===== config.mk =====
export PLATFORM = sky130hd
export DESIGN_NAME = pic_particle_cell_locator
export DESIGN_NICKNAME = d
export VERILOG_FILES = /design/src/design/pcl_pkg.sv /design/src/design/pic_particle_cell_locator.sv /design/src/design/pcl_bound_unit.sv
export SDC_FILE = /design/constraint.sdc
export NUM_CORES = 1
export LEC_CHECK = 0
export ABC_AREA = 1
export BUFFER_PORTS_ARGS = -buffer_cell sky130_fd_sc_hd__clkbuf_2
export CAP_MARGIN = 0
export CORE_MARGIN = 5
export CORE_UTILIZATION = 40
export CTS_BUF_LIST = sky130_fd_sc_hd__clkbuf_16
export CTS_CLUSTER_DIAMETER = 150
export DETAILED_ROUTE_END_ITERATION = 10
export GPL_TIMING_DRIVEN = 1
export PLACE_DENSITY = 0.63
export SYNTH_ARGS = -nofsm -noshare
export SYNTH_HDL_FRONTEND = slang
export SYNTH_SLANG_ARGS = --single-unit

===== constraint.sdc =====
create_clock -name clk_i -period 18.78 [get_ports clk_i]
set_input_delay 3.756 -clock clk_i [delete_from_list [all_inputs] [get_ports clk_i]]
set_output_delay 3.756 -clock clk_i [all_outputs]
set_load 0.005 [all_outputs]

===== src/design/pcl_pkg.sv =====
// Shared types, constants and unit control codes for the mesh cell locator.
package pcl_pkg;

  localparam int unsigned WidthW    = 22;
  localparam int unsigned CountW    = 11;
  localparam int unsigned SeedW     = 10;
  localparam int unsigned PosW      = 32;
  localparam int unsigned ProdW     = CountW + WidthW;
  localparam int unsigned AccW      = ProdW + 2;
  localparam int unsigned CfgIdxW   = 1;
  localparam int unsigned MaxCellsDefault = 1024;

  localparam logic [WidthW-1:0]  CellWidthReset = 22'd2097152;
  localparam logic [CountW-1:0]  CellCountReset = 11'd1024;

  localparam logic [CfgIdxW-1:0] RegCellWidth = 1'd0;
  localparam logic [CfgIdxW-1:0] RegCellCount = 1'd1;

  typedef struct packed {
    logic [SeedW-1:0]       seed_cell;
    logic signed [PosW-1:0] position;
  } pcl_in_t;

  typedef struct packed {
    logic [SeedW-1:0] cell_index;
    logic             inside_domain;
  } pcl_out_t;

  typedef enum logic [1:0] {
    UOP_HOLD,
    UOP_MUL,
    UOP_ADD,
    UOP_SUB
  } pcl_uop_e;

  typedef struct packed {
    pcl_uop_e          op;
    logic [CountW-1:0] idx;
  } pcl_unit_ctrl_t;

  typedef struct packed {
    logic pos_lt;
    logic pos_gt;
  } pcl_unit_stat_t;

endpackage


===== src/design/pic_particle_cell_locator.sv =====
// Top level of the 1-D mesh cell locator: sequencer, registers and channels.
//
// Input beats carry a seed cell and a signed position; each accepted beat
// yields exactly one output beat with the cell index and a domain flag.
// in_stall_o is high while an item is being worked on; the block takes one
// item at a time. Output beats wait in an output register while out_stall_i
// is high, and the sequencer holds its result until that register frees up.
// Steps: the domain length and then the seed bound each use the shared
// multiplier, then the walk steps one cell per cycle through the single
// add/compare unit. A search that finds no cell runs to the end of the
// mesh first. The next item can be taken in the cycle after the result
// is loaded. The configuration port (cfg_we_i, cfg_idx_i, cfg_wdata_i)
// writes the cell width and cell count; the user must see that it is
// written only while the block is idle, as the block does not enforce it.
// Reset returns the cell width to 2097152 and the count to 1024, empties
// the output register and leaves the block ready for a new beat.
module pic_particle_cell_locator #(
  parameter int unsigned MAX_CELLS = pcl_pkg::MaxCellsDefault
) (
  input  logic                          clk_i,
  input  logic                          rst_ni,
  input  logic                          cfg_we_i,
  input  logic [pcl_pkg::CfgIdxW-1:0]   cfg_idx_i,
  input  logic [pcl_pkg::WidthW-1:0]    cfg_wdata_i,
  input  logic                          in_valid_i,
  output logic                          in_stall_o,
  input  pcl_pkg::pcl_in_t              in_data_i,
  output logic                          out_valid_o,
  input  logic                          out_stall_i,
  output pcl_pkg::pcl_out_t             out_data_o
);

  typedef enum logic [2:0] {
    ST_IDLE,
    ST_DOMAIN,
    ST_SEED,
    ST_HIGH,
    ST_UP,
    ST_DOWN,
    ST_FINISH
  } state_e;

  state_e                         state_q;
  logic [pcl_pkg::WidthW-1:0]     width_q;
  logic [pcl_pkg::CountW-1:0]     count_q;
  logic signed [pcl_pkg::PosW-1:0] pos_q;
  logic [pcl_pkg::CountW-1:0]     cnt_q;
  logic [pcl_pkg::CountW-1:0]     seed_q;
  logic [pcl_pkg::CountW-1:0]     idx_q;
  logic [pcl_pkg::CountW-1:0]     res_q;
  logic                           inside_q;
  logic                           out_valid_q;
  pcl_pkg::pcl_out_t              out_data_q;

  logic [pcl_pkg::CountW-1:0]     cnt_eff;
  logic [pcl_pkg::CountW-1:0]     seed_ext;
  logic [pcl_pkg::CountW-1:0]     seed_clamped;
  logic [pcl_pkg::CountW:0]       idx_inc;
  logic                           pos_positive;
  logic                           out_free;
  pcl_pkg::pcl_unit_ctrl_t        unit_ctrl;
  pcl_pkg::pcl_unit_stat_t        unit_stat;

  // A count of zero acts as one cell; a count above the limit is clipped.
  always_comb begin
    if (count_q == '0) begin
      cnt_eff = pcl_pkg::CountW'(1);
    end else if (32'(count_q) > 32'(MAX_CELLS)) begin
      cnt_eff = pcl_pkg::CountW'(MAX_CELLS);
    end else begin
      cnt_eff = count_q;
    end
  end

  assign seed_ext     = pcl_pkg::CountW'(in_data_i.seed_cell);
  assign seed_clamped = (seed_ext >= cnt_eff) ? cnt_eff - 1'b1 : seed_ext;
  assign idx_inc      = {1'b0, idx_q} + 1'b1;
  assign pos_positive = !pos_q[pcl_pkg::PosW-1] && (pos_q != '0);
  assign out_free     = !out_valid_q || !out_stall_i;

  always_comb begin
    unit_ctrl.op  = pcl_pkg::UOP_HOLD;
    unit_ctrl.idx = seed_q;
    unique case (state_q)
      ST_DOMAIN: begin
        unit_ctrl.op  = pcl_pkg::UOP_MUL;
        unit_ctrl.idx = cnt_q;
      end
      ST_SEED: begin
        unit_ctrl.op = pcl_pkg::UOP_MUL;
      end
      ST_HIGH, ST_UP: begin
        unit_ctrl.op = pcl_pkg::UOP_ADD;
      end
      ST_DOWN: begin
        unit_ctrl.op = pcl_pkg::UOP_SUB;
      end
      default: begin
        unit_ctrl.op = pcl_pkg::UOP_HOLD;
      end
    endcase
  end

  pcl_bound_unit u_bound (
    .clk_i        (clk_i),
    .rst_ni       (rst_ni),
    .ctrl_i       (unit_ctrl),
    .cell_width_i (width_q),
    .position_i   (pos_q),
    .status_o     (unit_stat)
  );

  always_ff @(posedge clk_i or negedge rst_ni) begin
    if (!rst_ni) begin
      state_q     <= ST_IDLE;
      width_q     <= pcl_pkg::CellWidthReset;
      count_q     <= pcl_pkg::CellCountReset;
      pos_q       <= '0;
      cnt_q       <= '0;
      seed_q      <= '0;
      idx_q       <= '0;
      res_q       <= '0;
      inside_q    <= 1'b0;
      out_valid_q <= 1'b0;
      out_data_q  <= '0;
    end else begin
      if (cfg_we_i) begin
        unique case (cfg_idx_i)
          pcl_pkg::RegCellWidth: width_q <= cfg_wdata_i;
          pcl_pkg::RegCellCount: count_q <= cfg_wdata_i[pcl_pkg::CountW-1:0];
          default: ;
        endcase
      end

      // In ST_FINISH the load below owns the valid flag.
      if (out_valid_q && !out_stall_i && state_q != ST_FINISH) begin
        out_valid_q <= 1'b0;
      end

      unique case (state_q)
        ST_IDLE: begin
          if (in_valid_i) begin
            pos_q   <= in_data_i.position;
            cnt_q   <= cnt_eff;
            seed_q  <= seed_clamped;
            idx_q   <= seed_clamped;
            res_q   <= seed_clamped;
            state_q <= ST_DOMAIN;
          end
        end
        ST_DOMAIN: begin
          inside_q <= pos_positive && unit_stat.pos_lt;
          state_q  <= ST_SEED;
        end
        ST_SEED: begin
          // Below the seed cell's lower bound: walk down, otherwise test the top.
          state_q <= unit_stat.pos_lt ? ST_DOWN : ST_HIGH;
        end
        ST_HIGH: begin
          state_q <= unit_stat.pos_gt ? ST_UP : ST_FINISH;
        end
        ST_UP: begin
          if (idx_inc >= {1'b0, cnt_q}) begin
            state_q <= ST_FINISH;
          end else begin
            idx_q <= idx_inc[pcl_pkg::CountW-1:0];
            if (!unit_stat.pos_gt) begin
              res_q   <= idx_inc[pcl_pkg::CountW-1:0];
              state_q <= ST_FINISH;
            end
          end
        end
        ST_DOWN: begin
          if (idx_q == '0) begin
            state_q <= ST_FINISH;
          end else begin
            idx_q <= idx_q - 1'b1;
            if (!unit_stat.pos_lt) begin
              res_q   <= idx_q - 1'b1;
              state_q <= ST_FINISH;
            end
          end
        end
        ST_FINISH: begin
          if (out_free) begin
            out_valid_q              <= 1'b1;
            out_data_q.cell_index    <= res_q[pcl_pkg::SeedW-1:0];
            out_data_q.inside_domain <= inside_q;
            state_q                  <= ST_IDLE;
          end
        end
        default: begin
          state_q <= ST_IDLE;
        end
      endcase
    end
  end

  assign in_stall_o  = (state_q != ST_IDLE);
  assign out_valid_o = out_valid_q;
  assign out_data_o  = out_data_q;

endmodule


===== src/design/pcl_bound_unit.sv =====
// Shared bound unit: multiplier, add/subtract accumulator and position compare.
module pcl_bound_unit (
  input  logic                                clk_i,
  input  logic                                rst_ni,
  input  pcl_pkg::pcl_unit_ctrl_t             ctrl_i,
  input  logic [pcl_pkg::WidthW-1:0]          cell_width_i,
  input  logic signed [pcl_pkg::PosW-1:0]     position_i,
  output pcl_pkg::pcl_unit_stat_t             status_o
);

  logic [pcl_pkg::ProdW-1:0]       prod;
  logic signed [pcl_pkg::AccW-1:0] width_ext;
  logic signed [pcl_pkg::AccW-1:0] pos_ext;
  logic signed [pcl_pkg::AccW-1:0] acc_d;
  logic signed [pcl_pkg::AccW-1:0] acc_q;

  assign prod      = pcl_pkg::ProdW'(ctrl_i.idx) * pcl_pkg::ProdW'(cell_width_i);
  assign width_ext = $signed({{(pcl_pkg::AccW - pcl_pkg::WidthW){1'b0}}, cell_width_i});
  assign pos_ext   = $signed({{(pcl_pkg::AccW - pcl_pkg::PosW){position_i[pcl_pkg::PosW-1]}},
                              position_i});

  always_comb begin
    unique case (ctrl_i.op)
      pcl_pkg::UOP_MUL: acc_d = $signed({2'b00, prod});
      pcl_pkg::UOP_ADD: acc_d = acc_q + width_ext;
      pcl_pkg::UOP_SUB: acc_d = acc_q - width_ext;
      default:          acc_d = acc_q;
    endcase
  end

  // The compare looks at the new bound, so one cell is stepped per cycle.
  assign status_o.pos_lt = pos_ext < acc_d;
  assign status_o.pos_gt = pos_ext > acc_d;

  always_ff @(posedge clk_i or negedge rst_ni) begin
    if (!rst_ni) begin
      acc_q <= '0;
    end else begin
      acc_q <= acc_d;
    end
  end

endmodule


# Word-level counts from Yosys, hierarchy flattened

Index checks and enable logic that the tools add are counted.

Bits in registers: 159
Input port bits: 70
Word-level logic and storage cells: 93
Output and inout port bits: 13

Magnitude comparators: 5
Muxes and demuxes: 27
Bitwise logic cells: 1
Reduce and logical (&&, ||, !) cells: 23
Multipliers: 1
Equal/unequal tests: 18
Add/sub/neg operators: 5

Operator list:

| kind                    | count |
|---|---|
| $pmux W35 S3            | 1 |
| $mux W11                | 7 |
| $mux W10                | 4 |
| $add A35 B23 Y35        | 1 |
| $gt A32 B35 Y1          | 1 |
| $lt A32 B35 Y1          | 1 |
| $sub A35 B23 Y35        | 1 |
| $mul A11 B22 Y33        | 1 |
| $pmux W11 S3            | 1 |
| $reduce_bool A32 Y1     | 1 |
| $pmux W10 S3            | 1 |
| $logic_not A11 Y1       | 2 |
| $sub A11 B1 Y11 const B | 2 |
| $mux W3                 | 7 |
| $pmux W3 S7             | 1 |
| $add A11 B1 Y12 const B | 1 |
| $ge A12 B11 Y1          | 1 |
| $ne A2 B2 Y1 const B    | 6 |
| $ge A10 B11 Y1          | 1 |
| $gt A11 B11 Y1 const B  | 1 |
| $eq A3 B3 Y1 const B    | 3 |
| $ne A3 B3 Y1 const B    | 3 |
| $reduce_and A2 Y1       | 4 |
| $reduce_and A4 Y1       | 2 |
| 15 further kinds        | 26 |

# Depth between registers and ports, before layout

Gate-level depths: netlist (run 1).

Depth after elaboration: 9
Mapped depth: 51
Depth with buffers taken out: 49

# By module

A second synthesis (run 1) with hierarchy kept.

Cells, all modules: 2,667
Area, all modules: 19,403.6 um^2

By module, submodules not included:

| module                    | area each (um^2) | times used | sequential area each (um^2) | cells each |
|---|---|---|---|---|
| pcl_bound_unit            | 12,598.3         | 1          | 875.8                       | 1,829 |
| pic_particle_cell_locator | 6,805.3          | 1          | 3,105.5                     | 838 |

# Worst setup path after synthesis (run 1)

Ideal clock, no wire load.

Path type: register -> register
From: register state_q[1]
To: register res_q[9] (netlist bit)
Arrival: 7.900 ns
Cell stages (with the launch flop): 39
Data required time: 18.715 ns
Slack: 10.815 ns
Cell sequence: dfrtp_1 > inv_1 > nand3_1 > clkbuf_1 > o21ai_0 > clkbuf_1 > nor2_1 > fa_1 > fa_1 > fa_1 > fa_1 > inv_1 > fa_1 > inv_1 > ha_1 > nand2_1 > nor2_1 > nand3_1 > (+3 left out) > nand3_1 > nand2_1 > a21oi_1 > xor2_1 > or2_2 > nand3_1 > inv_1 > ha_1 > nand2_1 > inv_1 > nand2_1 > nor4_1 > nand3_1 > or3_1 > nand4_2 > buf_6 > nand3_2 > nand2_1

Word-level cells in the longest chain between the ends: 8
Elaborated cells on any way between the ends: 25
Those cells by class: mul: 1; order compare: 2; eq/ne: 13; mux: 4; reduce/logical: 5

Ends and longest elaborated chain:

| element                                                  | line                                       | RTL |
|---|---|---|
| start: declaration                                       | pic_particle_cell_locator.sv:43            | `state_e state_q;` |
| start signal: assignment                                 | pic_particle_cell_locator.sv:157           | `state_q <= unit_stat.pos_lt ? ST_DOWN : ST_HIGH;` |
| start signal: assignment                                 | pic_particle_cell_locator.sv:160           | `state_q <= unit_stat.pos_gt ? ST_UP : ST_FINISH;` |
| branches (longest 4 deep; another with $mul A11 B22 Y33) | --                                         |  |
| $pmux W35 S3 (*)                                         | pcl_bound_unit.sv:23                       | `unique case (ctrl_i.op)` |
| named net u_bound.acc_d, one bit                         | pcl_bound_unit.sv:14                       | `logic signed [pcl_pkg::AccW-1:0] acc_d;` |
| $lt A32 B35 Y1 or $gt A32 B35 Y1 (tied branches)         | pcl_bound_unit.sv:32, pcl_bound_unit.sv:33 |  |
| $ne A2 B2 Y1 (no line)                                   | --                                         |  |
| $reduce_and A6 Y1 (no line) (*)                          | --                                         |  |
| end signal: assignment                                   | pic_particle_cell_locator.sv:147           | `res_q <= seed_clamped;` |
| end signal: assignment                                   | pic_particle_cell_locator.sv:168           | `res_q <= idx_inc[pcl_pkg::CountW-1:0];` |
| end signal: assignment                                   | pic_particle_cell_locator.sv:179           | `res_q <= idx_q - 1'b1;` |
| end: declaration                                         | pic_particle_cell_locator.sv:50            | `logic [pcl_pkg::CountW-1:0] res_q;` |

Mark *: on every way through the listed nets, which the timed path passes.
A chain may end at the register's enable or synchronous reset.

# Worst setup path after layout (run 1)

From: register state_q[1]
To: register res_q[6] (netlist bit)

Word-level cells in the longest chain between the ends: 8
Elaborated cells on any way between the ends: 25
Those cells by class: mul: 1; order compare: 2; eq/ne: 13; mux: 4; reduce/logical: 5

Ends and longest elaborated chain:

| element |
|---|
| branches (longest 8 deep; another with $lt A32 B35 Y1) |

Several ways; the timed one is not identified.

==> flow_metrics.env, run 1 <==
export IMPL_numPortBuffers=82
export IMPL_gr_usage_all_layers_pct=21.6
export IMPL_ant_nets=0
export IMPL_tritoncts_num_buffers=17
export IMPL_cts_root_buf="clkbuf_16"
export IMPL_post_synth_instance_area_mm2=0.0186
export IMPL_num_fill_cells=4699
export IMPL_fin_tns_setup_ps=0
export IMPL_post_synth_inst_count=2484
export IMPL_rows=79
export IMPL_gp_congestion=0.924
export IMPL_synth_top_family_by_area="adder cells"
export IMPL_worst_pin_slew_ps=1310
export IMPL_dr_pass1_iters=5
export IMPL_htree_levels=4
export IMPL_period_needed_ps=9720
export IMPL_fin_nets=2942
export IMPL_insertion_delay_ps=460
export IMPL_ys_ff_latch=159
export IMPL_cp_arrival_ps=10070
export IMPL_core_area_mm2=0.0463
export IMPL_chipWidth_um=226
export IMPL_synth_xor_area_share_pct=2.02
export IMPL_drcViolationCount=0
export IMPL_r2r_start="state_q[1]"
export IMPL_diodes=0
export IMPL_max_clock_freq_mhz=103
export IMPL_vias=16300
export IMPL_syn_area_per_cell_um2=7.49
export IMPL_wirelength_um=53500
export IMPL_yosys_warnings=0
export IMPL_grt_max_degree=93
export IMPL_yosys_area_share_simple_pct=23.9
export IMPL_r2r_cells=40
export IMPL_slew_headroom_pct=12.4
export IMPL_avgRoutedWirePerCell_um=17.0
export IMPL_worstSetupEndpointType="register"
export IMPL_crit_top_cell="nand2_1"
export IMPL_die_height_um=226
export IMPL_clkSinkCount=159
export IMPL_die_area_mm2=0.0510
export IMPL_syn_nets=2898
export IMPL_start_util_pct=40.2
export IMPL_drive_above_1_share_pct=9.02
export IMPL_critPathMaxFanout=25
export IMPL_grt_pass1_wl_um=88300
export IMPL_io_pins=83
export IMPL_clkTransAtPathRegs_ps=70
export IMPL_hp_class="register to register"
export IMPL_min_to="res_q[0]"
export IMPL_r2r_slack_ps=9060
export IMPL_drv_cap=0
export IMPL_post_cts_buffers=0
export IMPL_seq_area_frac_synth_pct=21.4
export IMPL_antenna_found_initial=0
export IMPL_ys_async_sr_fraction_pct=100
export IMPL_initialDrtViolationCount=1040
export IMPL_ys_flop_type="dfrtp_1"
export IMPL_rr_endpoint="res_q[6]"
export IMPL_min_period_over_period_pct=51.8
export IMPL_drt_vias_per_instance=5.16
export IMPL_setup_viol_count_final=0
export IMPL_syn_to_final_growth_pct=8.52
export IMPL_status="complete, no violations"
export IMPL_place_hpwl_um=42600
export IMPL_synth_mux_area_share_pct=0.665
export IMPL_worstSetupStartpointType="register"
export IMPL_critPathRequiredTime_ps=19120
export IMPL_fin_cells=3147
export IMPL_synth_compound_area_share_pct=10.6
export IMPL_cts_buffer_depth=2
export IMPL_maxSlewViolCount=0
export IMPL_grt_overflow_total=0
export IMPL_slowest_delay_ps=740
export IMPL_synth_edf_count=0
export IMPL_hold_depth=2
export IMPL_hold_violations=0
export IMPL_worst_clock_skew_ps=13.8
export IMPL_hold_slack_ps=481
export IMPL_crit_slowest_cell="clkinv_1"
export IMPL_worstSetupPathType="register to register"
export IMPL_dp_cells=3116
export IMPL_hold_buffers=0
export IMPL_rsz0062_at_grt="false"
export IMPL_grt_pass1_vias=16600
export IMPL_cts_tree="built"
export IMPL_ys_types=56
export IMPL_hold_path_startpoint="res_q[0]"
export IMPL_cts_resized=0
export IMPL_synth_adder_area_share_pct=30.4
final cells by class:
cell class | count | area (um^2) | area share (%)
Inverter | 467 | 1760 | 8.69
Multi-Input combinational cell | 1786 | 12600 | 62.4
Sequential cell | 159 | 3980 | 19.7
Tap cell | 607 | 759 | 3.76
Clock buffer | 17 | 425 | 2.11
Clock inverter | 14 | 150 | 0.743
Timing Repair Buffer | 97 | 529 | 2.62
cells in the final DEF (no fill, tap or decap), types with 7 or more instances in the layout:
| master | synthesis | routed |
|---|---|---|
| ha_1 | 164 | 164 |
| nand2_1 | 604 | 604 |
| a31oi_1 | 12 | 12 |
| nor3_1 | 13 | 13 |
| inv_1 | 448 | 448 |
| nand3_1 | 76 | 76 |
| o221ai_1 | 10 | 10 |
| o21ai_1 | 11 | 12 |
| dfrtp_1 | 157 | 157 |
| xor2_1 | 38 | 38 |
| or2_2 | 23 | 23 |
| clkinv_1 | 9 | 11 |
| inv_2 | 9 | 9 |
| a21oi_1 | 116 | 116 |
| o211ai_1 | 7 | 7 |
| a21o_1 | 13 | 13 |
| nand4_1 | 25 | 25 |
| buf_4 | 0 | 15 |
| nand3_2 | 19 | 19 |
| o21ai_0 | 147 | 146 |
| nor2_1 | 220 | 219 |
| fa_1 | 180 | 180 |
| clkbuf_16 | 0 | 17 |
| clkbuf_2 | 0 | 81 |
| mux2_2 | 11 | 11 |
| nor4_1 | 12 | 12 |
| nand2_2 | 16 | 16 |
worst max-delay path, delay by kind of cell, from the launching register on:
kind                     cells  cell delay [ps]
buffers and inverters        7             1380
AO/OA/AOI/OAI                7             1530
adder cells (fa/ha/maj)      7             3090
AND/OR/NAND/NOR             19             3170
flip-flops                   1              410
flip-flops by register name, indices dropped and copies added, names as in the netlist, 3 cells and up:
signal         count
res_q             10
state_q            3
width_q           22
u_bound.acc_q     35
seed_q            11
idx_q             11
cnt_q             11
pos_q             32
count_q           11
out_data_o        11
Yosys cell counts, types with 5 or more instances:
cell type,n,area [um^2]
o221ai_1,10,87.6
nor2_1,220,826
a21o_1,13,97.6
nand4_1,25,156
clkinv_1,9,33.8
nand2_1,604,2270
mux2_2,11,124
o22ai_1,6,37.5
nand3_1,76,380
a31oi_1,12,75.1
fa_1,180,3600
xnor2_1,5,43.8
xor2_1,38,333
ha_1,164,2050
o21bai_1,6,45.0
or2_2,23,144
a21oi_1,116,581
nor3_1,13,65.1
inv_2,9,33.8
o211ai_1,7,52.6
nand2_2,16,100
clkbuf_1,66,248
nor4_1,12,75.1
nand3_2,19,190
o31ai_1,6,45.0
o21ai_1,11,55.1
inv_1,448,1680
o21ai_0,147,736
dfrtp_1,157,3930
how the worst max path moves through the flow:
stage / startpoint / to
after floorplan: state_q[1] / res_q[9]
after global placement: state_q[1] / res_q[7]
after detailed placement: state_q[1] / res_q[6]
after CTS: state_q[1] / res_q[6]
after global routing: state_q[1] / res_q[6]
final: state_q[1] / res_q[6]
metal layers:
layer | vias to the layer above | share of wire, % | global-route usage, %
met3 | 90 | 5.6 | 2.98
met4 | 0 | 3.3 | 7.83
met5 | - | 0 | 0
met1 | 7755 | 46 | 30.5
met2 | 543 | 45 | 34.1
li1 | 7864 | - | -
cell families after synthesis:
kind of cell / count (synthesis)
AOI/OAI and AO/OA: 354
xor gates and xnor gates: 43
adders and majority gates: 344
buffers and inverters: 539
DFF: 159
muxes: 11
and+or+nand+nor: 1034
metrics by stage:
step / cell area, um^2 / worst slack [ps] / util (%)
2_1_floorplan: 18600 / 10810 / -
3_3_place_gp: 19600 / 9490 / 42.4
3_5_place_dp: 19600 / 9140 / 42.4
4_1_cts: 20200 / 9110 / 43.7
5_1_grt: 20200 / 8340 / 43.7
6_report: 20200 / 9060 / 43.7
Power of run 1 is not shown: default switching activity piles up to over one toggle a cycle in this logic, so the estimate is an artifact.
==> run 2: changes to the inputs <==
- PLACE_DENSITY: 0.63 -> 0.65
- clock period: 18.78 -> 8.43 ns (I/O delays scaled with it)
==> flow_metrics.env, run 2 (synthesized netlist as in run 1, its figures left out) <==
export IMPL_critPathMaxFanout=22
export IMPL_final_cell_mix="nand2_1 (603), inv_1 (443), nor2_1 (216)"
export IMPL_drt_vias_per_instance=5.19
export IMPL_tritoncts_num_buffers=17
export IMPL_regMostFlops="u_bound.acc_q"
export IMPL_cp_arrival_ps=8450
export IMPL_syn_to_final_growth_pct=11.3
export IMPL_fin_area_mm2=0.0207
export IMPL_vias=16500
export IMPL_wirelength_um=54500
export IMPL_num_fill_cells=4681
export IMPL_slowest_delay_ps=560
export IMPL_grt_pass1_vias=17000
export IMPL_clkSinkCount=159
export IMPL_critPathRequiredTime_ps=8830
export IMPL_setup_viol_count_final=0
export IMPL_worstSetupPathType="register to register"
export IMPL_chipWidth_um=226
export IMPL_gp_congestion=0.937
export IMPL_seqCellArea_mm2=0.00398
export IMPL_hold_path_startpoint="res_q[2]"
export IMPL_worstSetupEndpointType="register"
export IMPL_hp_class="register to register"
export IMPL_worst_clock_skew_ps=14.8
export IMPL_slew_headroom_pct=8.92
export IMPL_numPortBuffers=82
export IMPL_drive_above_1_share_pct=11.7
export IMPL_avgRoutedWirePerCell_um=17.1
export IMPL_min_period_over_period_pct=95.6
export IMPL_grt_overflow_total=0
export IMPL_rr_endpoint="res_q[4]"
export IMPL_gr_usage_all_layers_pct=22.0
export IMPL_maxSlewViolCount=0
export IMPL_clkTransAtPathRegs_ps=70
export IMPL_grt_pass1_wl_um=89700
export IMPL_die_height_um=226
export IMPL_cts_tree="built"
export IMPL_ant_nets=0
export IMPL_r2r_start="state_q[1]"
export IMPL_core_area_mm2=0.0463
export IMPL_cts_root_buf="clkbuf_16"
export IMPL_period_needed_ps=8060
export IMPL_reg_top3="u_bound.acc_q: 35 flops, pos_q: 32 flops, width_q: 22 flops"
export IMPL_io_pins=83
export IMPL_insertion_delay_ps=460
export IMPL_largest_reg_flops=35
export IMPL_start_util_pct=40.2
export IMPL_cts_buffer_depth=2
export IMPL_multi_input_area_mm2=0.0127
export IMPL_initialDrtViolationCount=1204
export IMPL_antenna_found_initial=0
export IMPL_drv_cap=0
export IMPL_grt_max_degree=94
export IMPL_htree_levels=4
export IMPL_diodes=0
export IMPL_min_to="res_q[2]"
export IMPL_status="complete, no violations"
export IMPL_worst_pin_slew_ps=1360
export IMPL_fin_tns_setup_ps=0
export IMPL_die_area_mm2=0.0510
export IMPL_crit_top_cell="inv_1"
export IMPL_r2r_cells=39
export IMPL_max_clock_freq_mhz=124
export IMPL_rows=79
export IMPL_drcViolationCount=0
export IMPL_place_hpwl_um=43900
export IMPL_worstSetupStartpointType="register"
export IMPL_dr_pass1_iters=6
export IMPL_place_area_mm2=0.0199
export IMPL_hold_violations=0
export IMPL_r2r_slack_ps=370
export IMPL_final_common_cell="nand2_1"
export IMPL_fin_nets=2978
export IMPL_crit_slowest_cell="fa_1"
export IMPL_hold_depth=2
[run 2: cell types whose count changed in the layout (fill, tap and decap cells not counted), sizes merged]
cell    before  now
clkinv      14   12
bufinv       1    3
buf         16   52
inv        465  466
[run 2: final cells by class]
type	count	area share [%]
clock inverter	15	0.918
clock buffer	17	2.05
tap	607	3.67
inverter	467	8.62
multi-input combinational	1786	61.5
sequential	159	19.2
timing repair buffer	133	4.07
[run 2: worst max-delay path by stage]
stage,slack (ps),from,depth (start not counted),end
finish,370,state_q[1],39,res_q[4]
detailed placement,-90,state_q[1],40,res_q[3]
global placement,110,state_q[2],39,res_q[9]
floorplan,460,state_q[1],38,res_q[9]
global route,-40,state_q[1],42,res_q[0]
CTS,100,state_q[1],42,res_q[4]
[run 2: timing repair]
action                                  in CTS  in global routing
setup buffers                                0                  6
endpoints found under the setup margin      10                 14
hold buffers                                 0                  0
gates resized for setup                      4                 47
pin swaps                                    0                  8
[run 2: critical path, delay by kind of cell (launching register included)]
family                     cells  cell delay (ps)
buffers and inverters          9              790
AOI/OAI and AO/OA              4              940
xor gates and xnor gates       1              160
adders and majority gates      7             3230
DFF                            1              410
and+or+nand+nor               18             2440
[run 2: through the flow]
stage	hold WS, ps	util, %	std cells	worst slack (ps)
2_1_floorplan	438	-	2484	465
3_3_place_gp	473	43.0	3146	106
3_5_place_dp	459	43.0	3146	-88.7
4_1_cts	485	44.3	3178	96.0
5_1_grt	503	44.8	3184	-40.2
6_report	483	44.8	3184	374
[run 2: layer usage]
metal,share of wire [%],GRT usage (%),routed length (um),vias up
met5,0,0,0,-
li1,-,-,-,7945
met1,45,31.0,24800,7971
met4,2.8,6.93,1510,0
met2,46,35.3,24900,529
met3,6.0,2.95,3290,82
Power of run 2 is left out for the same reason.
==> run 3: changes to the inputs <==
- CTS_BUF_LIST: sky130_fd_sc_hd__clkbuf_16 -> unset
- RECOVER_POWER: unset -> 100
==> flow_metrics.env, run 3 (synthesized netlist as in run 1, its figures left out) <==
export IMPL_drive_above_1_share_pct=10.7
export IMPL_crit_slowest_cell="fa_1"
export IMPL_die_area_mm2=0.0510
export IMPL_min_period_over_period_pct=95.5
export IMPL_status="finished, violations left"
export IMPL_largest_reg_flops=35
export IMPL_critPathMaxFanout=22
export IMPL_gp_congestion=0.937
export IMPL_worstSetupStartpointType="register"
export IMPL_start_util_pct=40.2
export IMPL_fin_tns_setup_ps=0
export IMPL_antenna_found_initial=0
export IMPL_place_hpwl_um=43900
export IMPL_gr_usage_all_layers_pct=22.0
export IMPL_setup_ws_ps=377
export IMPL_r2r_slack_ps=380
export IMPL_max_clock_freq_mhz=124
export IMPL_slew_headroom_pct=-255
export IMPL_slowest_delay_ps=560
export IMPL_final_cell_mix="nand2_1 (603), inv_1 (443), nor2_1 (220)"
export IMPL_chipWidth_um=226
export IMPL_drcViolationCount=0
export IMPL_vias=16500
export IMPL_setup_viol_count_final=0
export IMPL_initialDrtViolationCount=1159
export IMPL_maxSlewViolCount=340
export IMPL_worst_clock_skew_ps=15.8
export IMPL_place_ws_ps=-88.7
export IMPL_fin_cells=3184
export IMPL_num_fill_cells=4709
export IMPL_cts_tree="built"
export IMPL_numPortBuffers=82
export IMPL_dp_cells=3146
export IMPL_grt_pass1_vias=17000
export IMPL_clkSinkCount=159
export IMPL_clkTransAtPathRegs_ps=70
export IMPL_regMostFlops="u_bound.acc_q"
export IMPL_io_pins=83
export IMPL_crit_top_cell="inv_1"
export IMPL_grt_overflow_total=0
export IMPL_cts_buffer_depth=2
export IMPL_dr_pass1_iters=5
export IMPL_critPathRequiredTime_ps=8830
export IMPL_diodes=0
export IMPL_hold_violations=0
export IMPL_grt_max_degree=94
export IMPL_period_needed_ps=8050
export IMPL_die_height_um=226
export IMPL_cts_root_buf="clkbuf_16"
export IMPL_drv_cap=6
export IMPL_hold_buffers=0
export IMPL_insertion_delay_ps=460
export IMPL_avgRoutedWirePerCell_um=17.1
export IMPL_reg_top3="u_bound.acc_q: 35 flops, pos_q: 32 flops, width_q: 22 flops"
export IMPL_hp_class="register to register"
export IMPL_rows=79
export IMPL_drt_vias_per_instance=5.18
export IMPL_place_area_mm2=0.0199
export IMPL_wirelength_um=54500
export IMPL_worstSetupPathType="register to register"
export IMPL_fin_area_mm2=0.0206
export IMPL_syn_to_final_growth_pct=10.8
export IMPL_grt_pass1_wl_um=89700
export IMPL_final_common_cell="nand2_1"
export IMPL_htree_levels=4
export IMPL_cp_arrival_ps=8450
export IMPL_core_area_mm2=0.0463
export IMPL_violations="max-capacitance violations, max-slew violations"
export IMPL_worstSetupEndpointType="register"
export IMPL_worst_pin_slew_ps=5320
export IMPL_ant_nets=0
export IMPL_fin_nets=2978
export IMPL_tritoncts_num_buffers=17
## run 3: stage by stage
stage,hold slack (ps),utilization (%)
4_1_cts,485,44.3
6_report,482,44.6
3_3_place_gp,473,43.0
5_1_grt,503,44.6
3_5_place_dp,459,43.0
2_1_floorplan,438,-
## run 3: path summary, 6_finish.rpt
kind / start / end / cells after the start
max: state_q[1] / res_q[4] / 39
min: res_q[2] / res_q[2] / 2
max reg2reg: state_q[1] / res_q[4] / 39
min reg2reg: res_q[2] / res_q[2] / 2
max in group asynchronous: rst_ni / u_bound.acc_q[6] / 2
min in group asynchronous: rst_ni / u_bound.acc_q[33] / 1
## run 3: critical path: cells and delay by family, from the launching register on
kind | cells | cell delay (ps)
AO/OA/AOI/OAI | 4 | 930
AND/OR/NAND/NOR | 18 | 2470
flip-flops | 1 | 390
XOR/XNOR | 1 | 160
adder cells (fa/ha/maj) | 7 | 3230
buffers and inverters | 9 | 780
## run 3: per-layer routing
layer | wire [um] | share of wire [%] | vias up | GRT usage, %
li1 | - | - | 7946 | -
met1 | 24700 | 45 | 7931 | 31.0
met2 | 24900 | 46 | 539 | 35.3
met3 | 3320 | 6.1 | 87 | 2.95
met4 | 1530 | 2.8 | 0 | 6.93
met5 | 0 | 0 | - | 0
## run 3: area by class of cell
| type | instances | area [um^2] | share of cell area [%] |
|---|---|---|---|
| clock buffer | 17 | 425 | 2.06 |
| clock inverter | 15 | 190 | 0.922 |
| inverter | 467 | 1790 | 8.66 |
| multi-input combinational | 1786 | 12700 | 61.5 |
| sequential | 159 | 3980 | 19.3 |
| tap | 607 | 759 | 3.68 |
| timing repair buffer | 133 | 805 | 3.90 |
## run 3: what timing repair did
action | CTS | global route
buffers inserted | 0 | 6
setup endpoints to repair | 10 | 14
endpoints found under the hold margin | 0 | 0
pin swaps | 0 | 8
resized for setup | 4 | 47
Power of run 3 is left out for the same reason.
